[config.mk]
export PLATFORM = sky130hd
export DESIGN_NAME = rtp_header_parser
export DESIGN_NICKNAME = d
export VERILOG_FILES = /design/src/hw/rtl/rhp_pkg.sv /design/src/hw/rtl/rtp_header_parser.sv
export SDC_FILE = /design/constraint.sdc
export NUM_CORES = 1
export LEC_CHECK = 0
export BUFFER_PORTS_ARGS = -buffer_cell sky130_fd_sc_hd__clkbuf_2
export CORE_ASPECT_RATIO = 0.8
export CORE_MARGIN = 2
export CORE_UTILIZATION = 35
export CTS_BUF_LIST = sky130_fd_sc_hd__clkbuf_16
export DETAILED_ROUTE_END_ITERATION = 6
export PLACE_DENSITY = 0.5
export SYNTH_ARGS = -nofsm -noshare
export SYNTH_HDL_FRONTEND = slang
export SYNTH_SLANG_ARGS = --single-unit
[constraint.sdc]
create_clock -name clk -period 8.1 [get_ports clk]
set_input_delay 1.215 -clock clk [delete_from_list [all_inputs] [get_ports clk]]
set_output_delay 1.215 -clock clk [all_outputs]
set_load 0.02 [all_outputs]
[src/hw/rtl/rhp_pkg.sv]
// Package for the RTP header parser: record kinds, parse phases and the result record type.
// Depends on nothing; used by rtp_header_parser.
package rhp_pkg;

  localparam int unsigned KindW    = 3;
  localparam int unsigned FixedLen = 12;
  localparam int unsigned PosW     = 4;
  localparam int unsigned SkipW    = 18;

  localparam logic [KindW-1:0] KIND_HEADER = 3'd0;
  localparam logic [KindW-1:0] KIND_CSRC   = 3'd1;
  localparam logic [KindW-1:0] KIND_BYTE   = 3'd2;
  localparam logic [KindW-1:0] KIND_EXT    = 3'd3;
  localparam logic [KindW-1:0] KIND_TRUNC  = 3'd4;

  typedef enum logic [4:0] {
    PH_FIXED   = 5'b00001,
    PH_CSRC    = 5'b00010,
    PH_EXTHDR  = 5'b00100,
    PH_SKIP    = 5'b01000,
    PH_PAYLOAD = 5'b10000
  } phase_t;

  typedef struct packed {
    logic [31:0]      item_value;
    logic [31:0]      sync_source;
    logic [31:0]      time_stamp;
    logic [15:0]      sequence_number;
    logic [6:0]       payload_kind;
    logic             marker_bit;
    logic [3:0]       csrc_count;
    logic             extension_flag;
    logic             padding_flag;
    logic [1:0]       version;
  } rec_data_t;

endpackage

[src/hw/rtl/rtp_header_parser.sv]
// RTP header parser top level: splits a byte stream into header, CSRC, extension,
// payload and truncation records. Depends on rhp_pkg.
// Output: each record is registered and appears on the output register in the cycle after its byte is accepted.
// Throughput: one byte per cycle while the output register is empty or out_tready is high;
// the byte is parsed in the accept cycle and the output register holds the record while the next byte is taken.
// Reset: synchronous active-low rst_n clears the parse phase, counters and out_tvalid.
module rtp_header_parser (
  input  logic         clk,
  input  logic         rst_n,
  input  logic         in_tvalid,
  output logic         in_tready,
  input  logic [7:0]   in_tdata,   // data_byte
  input  logic         in_tlast,   // end_of_packet
  output logic         out_tvalid,
  input  logic         out_tready,
  output logic [127:0] out_tdata,  // version, padding_flag, extension_flag, csrc_count,
                                   // marker_bit, payload_kind, sequence_number,
                                   // time_stamp, sync_source, item_value
  output logic [2:0]   out_tuser,  // kind
  output logic         out_tlast   // last_record
);

  rhp_pkg::phase_t               phase_r, phase_nxt;
  logic [rhp_pkg::PosW-1:0]      pos_r, pos_nxt, pos_inc;
  logic [63:0]                   hdr_r, hdr_nxt;
  logic [31:0]                   gather_r, gather_nxt;
  logic [3:0]                    srcs_r, srcs_nxt, srcs_dec;
  logic [15:0]                   prof_r, prof_nxt;
  logic [rhp_pkg::SkipW-1:0]     skip_r, skip_nxt, skip_dec;
  logic                          skip_end;

  logic                          rec_valid;
  logic [rhp_pkg::KindW-1:0]     rec_kind;
  rhp_pkg::rec_data_t            rec_data;
  logic                          rec_last;

  logic                          out_valid_r;
  logic [rhp_pkg::KindW-1:0]     out_kind_r;
  rhp_pkg::rec_data_t            out_data_r;
  logic                          out_last_r;

  logic                          in_acc;

  assign in_tready = !out_valid_r || out_tready;
  assign in_acc    = in_tvalid && in_tready;

  always_comb begin
    phase_nxt  = phase_r;
    pos_nxt    = pos_r;
    hdr_nxt    = hdr_r;
    gather_nxt = gather_r;
    srcs_nxt   = srcs_r;
    prof_nxt   = prof_r;
    skip_nxt   = skip_r;
    pos_inc    = pos_r + 1'b1;
    srcs_dec   = srcs_r - 1'b1;
    skip_dec   = skip_r - 1'b1;
    skip_end   = 1'b0;
    rec_valid  = 1'b0;
    rec_kind   = rhp_pkg::KIND_HEADER;
    rec_data   = '0;
    rec_last   = 1'b0;

    case (phase_r)
      rhp_pkg::PH_CSRC: begin
        gather_nxt = {gather_r[23:0], in_tdata};
        pos_nxt    = pos_inc;
        if (pos_inc == rhp_pkg::PosW'(4)) begin
          rec_valid           = 1'b1;
          rec_kind            = rhp_pkg::KIND_CSRC;
          rec_data.item_value = gather_nxt;
          srcs_nxt            = srcs_dec;
          pos_nxt             = '0;
          gather_nxt          = '0;
          if (srcs_dec == 4'd0) begin
            phase_nxt = hdr_r[60] ? rhp_pkg::PH_EXTHDR : rhp_pkg::PH_PAYLOAD;
          end
        end
      end
      rhp_pkg::PH_EXTHDR: begin
        if (pos_r < rhp_pkg::PosW'(2)) begin
          prof_nxt = {prof_r[7:0], in_tdata};
        end else begin
          gather_nxt = {16'd0, gather_r[7:0], in_tdata};
        end
        pos_nxt = pos_inc;
        if (pos_inc == rhp_pkg::PosW'(4)) begin
          rec_valid           = 1'b1;
          rec_kind            = rhp_pkg::KIND_EXT;
          rec_data.item_value = {prof_nxt, gather_nxt[15:0]};
          skip_nxt            = {gather_nxt[15:0], 2'b00};
          phase_nxt           = (gather_nxt[15:0] != 16'd0) ? rhp_pkg::PH_SKIP
                                                            : rhp_pkg::PH_PAYLOAD;
          pos_nxt             = '0;
          gather_nxt          = '0;
        end
      end
      rhp_pkg::PH_SKIP: begin
        skip_nxt = skip_dec;
        if (skip_dec == '0) begin
          phase_nxt = rhp_pkg::PH_PAYLOAD;
          skip_end  = 1'b1;
        end
      end
      rhp_pkg::PH_PAYLOAD: begin
        rec_valid           = 1'b1;
        rec_kind            = rhp_pkg::KIND_BYTE;
        rec_data.item_value = {24'd0, in_tdata};
      end
      default: begin
        if (pos_r < rhp_pkg::PosW'(8)) begin
          hdr_nxt = {hdr_r[55:0], in_tdata};
        end else begin
          gather_nxt = {gather_r[23:0], in_tdata};
        end
        pos_nxt = pos_inc;
        if (pos_inc == rhp_pkg::PosW'(rhp_pkg::FixedLen)) begin
          rec_valid                = 1'b1;
          rec_kind                 = rhp_pkg::KIND_HEADER;
          rec_data.version         = hdr_nxt[63:62];
          rec_data.padding_flag    = hdr_nxt[61];
          rec_data.extension_flag  = hdr_nxt[60];
          rec_data.csrc_count      = hdr_nxt[59:56];
          rec_data.marker_bit      = hdr_nxt[55];
          rec_data.payload_kind    = hdr_nxt[54:48];
          rec_data.sequence_number = hdr_nxt[47:32];
          rec_data.time_stamp      = hdr_nxt[31:0];
          rec_data.sync_source     = gather_nxt;
          srcs_nxt                 = hdr_nxt[59:56];
          pos_nxt                  = '0;
          gather_nxt               = '0;
          if (hdr_nxt[59:56] != 4'd0) begin
            phase_nxt = rhp_pkg::PH_CSRC;
          end else begin
            phase_nxt = hdr_nxt[60] ? rhp_pkg::PH_EXTHDR : rhp_pkg::PH_PAYLOAD;
          end
        end else begin
          phase_nxt = rhp_pkg::PH_FIXED;
        end
      end
    endcase

    if (in_tlast) begin
      if (skip_end) begin
        rec_valid = 1'b0;
      end else if (!rec_valid) begin
        rec_valid = 1'b1;
        rec_kind  = rhp_pkg::KIND_TRUNC;
        rec_data  = '0;
      end
      rec_last   = 1'b1;
      phase_nxt  = rhp_pkg::PH_FIXED;
      pos_nxt    = '0;
      hdr_nxt    = '0;
      gather_nxt = '0;
      srcs_nxt   = '0;
      prof_nxt   = '0;
      skip_nxt   = '0;
    end
  end

  always_ff @(posedge clk) begin
    if (!rst_n) begin
      phase_r  <= rhp_pkg::PH_FIXED;
      pos_r    <= '0;
      hdr_r    <= '0;
      gather_r <= '0;
      srcs_r   <= '0;
      prof_r   <= '0;
      skip_r   <= '0;
    end else if (in_acc) begin
      phase_r  <= phase_nxt;
      pos_r    <= pos_nxt;
      hdr_r    <= hdr_nxt;
      gather_r <= gather_nxt;
      srcs_r   <= srcs_nxt;
      prof_r   <= prof_nxt;
      skip_r   <= skip_nxt;
    end
  end

  always_ff @(posedge clk) begin
    if (!rst_n) begin
      out_valid_r <= 1'b0;
    end else if (in_acc) begin
      out_valid_r <= rec_valid;
    end else if (out_tready) begin
      out_valid_r <= 1'b0;
    end
  end

  always_ff @(posedge clk) begin
    if (in_acc) begin
      out_kind_r <= rec_kind;
      out_data_r <= rec_data;
      out_last_r <= rec_last;
    end
  end

  assign out_tvalid = out_valid_r;
  assign out_tdata  = out_data_r;
  assign out_tuser  = out_kind_r;
  assign out_tlast  = out_last_r;

endmodule
==> flow_summary.yaml, run 1 <==
pwr:
  total_power_w: 0.00292
  power_frac_comb: 0.059
  max-vdd-ir-drop_uv: 140
  leakage_nw: 4.96
  netSwitchingFraction: 0.243
  power_frac_clock: 0.424
  pwr-share-seq: 0.516
  p_switching_w: 0.000712
  power_density_nw_per_um2: 204
  internal_power_w: 0.00221
routing:
  ant_nets: 0
  vias_per_cell: 5.37
  wl_per_cell_um: 19.9
  drcViolationCount: 0
  dr.pass1.iters: 5
  wl_mm: 35.7
  drt_iter0_drc: 878
  via_count: 9650
synthesis:
  yosys-top-cells-area: "edfxtp_1 32%, dfxtp_1 23%, mux2i_1 9.8%, nor2_1 7.1%, a22oi_1 5.4%"
  netlist_area_um2: 12400
  synth_fp_nets: 1242
  ys_ff_latch: 276
  yosys_warnings: 0
  postSynthCellCount: 1223
  synth_ff_type: "dfxtp_1"
  synth_edf_count: 132
  synth_area_per_cell_um2: 10.2
  synth_top_area_cell: "edfxtp_1"
  ys_seq_area_frac: 0.551
  synth_top_area_share: 0.319
  async_flop_share: 0
  synth_cell_types: 61
timing:
  fin_crit_ps: 3530
  finalCritPeriodShare: 0.435
  skew_ps: 24.3
  grt_setup_unrepaired: "no"
  fin_tns_setup_ps: 0
  maxSlewViolCount: 0
  hold_violations: 0
  setup_viol_count_final: 0
  fmax_mhz: 284
  slew_headroom: 0.145
  worst-slew-pin-transition_ps: 1270
cts:
  cts.htree.levels: 1
  clock_latency_ps: 570
  post_cts_buffers: 0
  cts-hold-fix-buffers: 0
  clock-sinks: 276
  cts_buffers: 29
  cts-root-buf: "clkbuf_16"
  path_clk_slew_ps: 70
  cts_tree: "yes"
  cts_resized: 0
  clock_path_buffers: 3
cells_and_area:
  multi_input_area_um2: 5130
  regArea_um2: 6850
  areaGrowthSynthToFinish_pct: 15.3
  fin_nets: 1320
  layout-drive-gt1-share: 0.163
  instances_no_fill: 1796
  antennaDiodeCount: 0
  nFillCells: 3418
hold_path:
  hold_end: "srcs_r[1]"
  worst_hold_path.num_cells: 2
  holdCritStartpoint: "srcs_r[1]"
  hp-class: "flop to flop"
critical_path:
  cp_max_fo: 44
  path_cells: "inv_1 -> xnor2_1 -> nand2_1 -> nor2_1 -> nand2_1 -> o21ai_0"
  r2r_cells: 6
  crit_path_max_incr_delay_ps: 940
  worst-path-stages: 6
  cp.required_ps: 8470
  cp-start-kind: "flop"
  r2r_start: "pos_r[3]"
  slowest_stage: "nor2_1"
  worstSetupEndpointType: "flop"
  path_class: "flop to flop"
  cp_top_family: "simple AND/OR/NAND/NOR gates"
  critPathBufInv: 1
  ff2ff_setup_slack_ps: 4570
  cp_common_cell: "nand2_1"
  crit_arrival_ps: 3900
  r2r_end: "out_tdata[123]"
floorplan:
  rows: 61
  core_area_um2: 34900
  ios: 147
  die_w_um: 215
  start_util: 0.356
  die-area_um2: 37100
  die_y_um: 173
global_routing:
  grt_pass1_wl_mm: 54.9
  grt.overflow.total: 0
  antenna_found_initial: 0
  grt_pass1_vias: 8893
  grt_use_total: 0.186
  grt_max_degree: 84
place:
  placedCellCount: 1742
  io_buffers: 146
  gp_congestion: 0.848
  hpwl_mm: 23.1
run:
  maxCapViolCount: 0
status:
  outcome: "complete, no violations"
worst max path at each step:
stage               startpoint              to  slack [ps]
floorplan           out_tready        hdr_r[0]         500
finish                pos_r[3]  out_tdata[123]        4570
CTS                   pos_r[3]  out_tdata[116]        4610
global route          pos_r[3]  out_tdata[117]        4190
global placement    out_tready       srcs_r[0]        4210
detailed placement  out_tready       srcs_r[2]        4160
power groups by stage:
stage	sequential [W]	combinational [W]	clock, W
after global routing	0.00151	0.000185	0.00133
after detailed placement	0.00154	0.000174	0
after floorplan	0.00158	0.0000724	0
after global placement	0.00154	0.000174	0
after CTS	0.00151	0.000175	0.00127
final	0.00151	0.000173	0.00124
worst min-delay path, delay by kind of cell, from the launching register on:
| family | cells | cell delay (ps) |
|---|---|---|
| flip-flops | 1 | 330 |
| AO/OA/AOI/OAI | 1 | 50 |
| AND/OR/NAND/NOR | 1 | 60 |
cell type report:
cell class,instances,share of cell area
Sequential cell,276,0.478
Multi-Input combinational cell,820,0.358
Timing Repair Buffer,160,0.0583
Clock buffer,29,0.0506
Tap cell,472,0.0412
Clock inverter,25,0.00995
Inverter,14,0.00410
state kept, by name, indices dropped and copies added (netlist names):
name and cells:
pos_r 4, gather_r 32, out_tlast 1, prof_r 16, srcs_r 4, phase_r 5, out_tvalid 1, skip_r 18
out_tuser 3, out_tdata 128, hdr_r 64
per-stage QoR:
stage	instance area, um2	utilization	hold slack [ps]	worst slack, ps
3_5_place_dp	13500	0.386	465	4160
3_3_place_gp	13500	0.386	461	4210
4_1_cts	14300	0.411	478	4610
2_1_floorplan	12400	-	440	499
6_report	14300	0.411	476	4570
5_1_grt	14300	0.411	489	4190
Yosys cell counts (3+ instances only):
library cell / number
a2111oi_0: 8
a211oi_1: 4
a21o_1: 5
a21oi_1: 39
a22o_1: 33
a22oi_1: 89
a2bb2oi_1: 3
a31oi_1: 6
and2_1: 3
and3_1: 7
buf_1: 17
clkbuf_1: 92
dfxtp_1: 144
edfxtp_1: 132
ha_1: 6
inv_1: 13
mux2i_1: 122
nand2_1: 62
nand2b_1: 6
nand3_1: 16
nand3b_1: 4
nand4_1: 7
nor2_1: 234
nor2b_1: 4
nor3_1: 25
nor4_1: 16
o211ai_1: 3
o21a_1: 3
o21ai_0: 47
o21ai_1: 3
o21bai_1: 3
o22ai_1: 9
o31a_1: 3
or2_2: 3
or3_1: 8
xnor2_1: 9
xor2_1: 5
layout by cell type (no fill, tap or decap), types with 4 or more instances in the layout:
cell type,n
nand2b_1,6
nand3_1,16
a2111oi_0,8
o22ai_1,9
edfxtp_1,132
nand4_1,7
nor2_1,233
a21o_1,4
a21oi_1,39
a31oi_1,6
mux2i_1,122
clkbuf_16,29
clkbuf_2,146
a22o_1,33
or3_1,8
xor2_1,5
nand3b_1,4
nor4_1,15
dfxtp_1,143
clkinv_1,6
a211oi_1,4
ha_1,6
and3_1,7
inv_1,25
nand2_1,61
buf_4,14
nor3_1,23
o21ai_0,47
xnor2_1,9
nor2b_1,4
a22oi_1,89
cell families after synthesis:
logic type,count (synthesis),synth area share
xor gates and xnor gates,14,0.00986
AOI/OAI and AO/OA,272,0.152
and+or+nand+nor,406,0.143
adders and majority gates,6,0.00604
DFF,276,0.551
muxes,122,0.0982
buffers and inverters,127,0.0397
metal layers:
metal  GRT usage  up-vias  wire [um]
li1            -     4611          -
met1       0.302     4726      18500
met2       0.260      274      15000
met3      0.0241       39       1770
met4      0.0336        0        495
met5           0        -          0
(Power assumes the default switching activity.)
==> inputs of run 2 (changes only) <==
Clock period 8.1 ns to 3.7 ns, I/O delays scaled along.
==> flow_summary.yaml, run 2 (same netlist as run 1, synthesis figures left out) <==
cts:
  cts-hold-fix-buffers: 0
  clock-sinks: 276
  cts-root-buf: "clkbuf_16"
  clock_path_buffers: 3
  cts_resized: 0
  cts_tree: "yes"
  path_clk_slew_ps: 60
  post_cts_buffers: 0
  cts_buffers: 30
  cts.htree.levels: 1
  clock_latency_ps: 560
critical_path:
  cp-endpoint: "out_tdata[100]"
  path_cells: "ha_1 -> nand2b_1 -> a21boi_0 -> nand2_1 -> buf_4 -> o21ai_0 -> o21bai_1 -> a22o_1"
  r2r_end: "out_tdata[100]"
  worstSetupEndpointType: "flop"
  cp_top_family: "compound AO/OA/AOI/OAI gates"
  slowest_stage: "o21ai_0"
  cp.required_ps: 4130
  critPathLaunch: "pos_r[1]"
  crit_path_max_incr_delay_ps: 540
  path_class: "flop to flop"
  cp_max_fo: 13
  r2r_cells: 8
  crit_arrival_ps: 3300
  ff2ff_setup_slack_ps: 830
  cp-start-kind: "flop"
  critPathBufInv: 1
  worst-path-stages: 8
  r2r_start: "pos_r[1]"
cells_and_area:
  areaGrowthSynthToFinish_pct: 16.4
  final_common_cell: "nor2_1"
  antennaDiodeCount: 0
  fin_nets: 1331
  final_cell_mix: "234 x nor2_1, 146 x clkbuf_2, 143 x dfxtp_1"
  instances_no_fill: 1808
  layout-drive-gt1-share: 0.174
  largest_reg_flops: 128
  fin_util: 0.415
floorplan:
  die_w_um: 215
  start_util: 0.356
  ios: 147
  rows: 61
  core_area_um2: 34900
  die_y_um: 173
  die-area_um2: 37100
pwr:
  max-vdd-ir-drop_uv: 339
  p_switching_w: 0.00154
  leakage_nw: 5.03
  power_density_nw_per_um2: 445
  internal_power_w: 0.00490
  netSwitchingFraction: 0.239
  power_frac_comb: 0.060
  pwr-share-seq: 0.513
  power_frac_clock: 0.427
timing:
  finalCritPeriodShare: 0.775
  grt_setup_unrepaired: "no"
  setup_viol_count_final: 0
  fin_tns_setup_ps: 0
  fmax_mhz: 349
  skew_ps: 10.2
  worst-slew-pin-transition_ps: 1240
  worst_slack_ps: 833
  holdWs_ps: 316
  fin_crit_ps: 2870
  hold_violations: 0
  maxSlewViolCount: 0
  slew_headroom: 0.167
routing:
  dr.pass1.iters: 5
  via_count: 9577
  wl_per_cell_um: 19.4
  wl_mm: 35.1
  drt_iter0_drc: 985
  drcViolationCount: 0
  vias_per_cell: 5.30
  ant_nets: 0
place:
  hpwl_mm: 22.9
  dp_slack_ps: 875
  placedCellCount: 1752
  io_buffers: 146
  gp_congestion: 0.839
global_routing:
  grt_pass1_vias: 8855
  grt_use_total: 0.183
  grt_max_degree: 92
  grt.overflow.total: 0
  grt_pass1_wl_mm: 54.1
  antenna_found_initial: 0
hold_path:
  hp-class: "input port to flop"
status:
  outcome: "complete, no violations"
run:
  maxCapViolCount: 0
-- run 2: through the flow --
stage | power [W] | area, um2
6_report | 0.00644 | 14500
5_1_grt | 0.00668 | 14500
4_1_cts | 0.00653 | 14500
3_5_place_dp | 0.00376 | 13600
3_3_place_gp | 0.00376 | 13600
2_1_floorplan | 0.00361 | 12400
-- run 2: routing by layer --
layer	wire length [um]	part of all wire	global-route usage
met4	649	0.018	0.0405
met3	2060	0.059	0.0336
met5	0	0	0
met1	18100	0.51	0.290
met2	14300	0.41	0.253
-- run 2: worst min-delay path by stage --
stage                  from            to  slack, ps  cells past startpoint
3_5_place_dp   gather_r[24]  gather_r[24]        470                      1
6_report          in_tvalid    out_tvalid        320                      4
2_1_floorplan    phase_r[4]    phase_r[4]        440                      2
5_1_grt               rst_n    phase_r[0]        330                      2
3_3_place_gp   gather_r[24]  gather_r[24]        460                      1
4_1_cts           in_tvalid    out_tvalid        290                      4
-- run 2: worst min-delay path: stages --
cell and delay (ps):
clkbuf_2 90, nand2_1 50, a21o_1 80, o22ai_1 50
-- run 2: layout make-up --
cell class,instances,area [um2]
Timing Repair Buffer,170,948
Inverter,14,58.8
Multi-Input combinational cell,820,5120
Clock inverter,26,155
Fill cell,3434,20400
Sequential cell,276,6850
Clock buffer,30,751
Tap cell,472,591
-- run 2: power groups by stage --
stage | logic [W] | registers, W | clock network, W
6_report | 0.000386 | 0.00331 | 0.00275
5_1_grt | 0.000412 | 0.00331 | 0.00295
4_1_cts | 0.000388 | 0.00331 | 0.00284
3_5_place_dp | 0.000387 | 0.00337 | 0
3_3_place_gp | 0.000388 | 0.00337 | 0
2_1_floorplan | 0.000158 | 0.00345 | 0
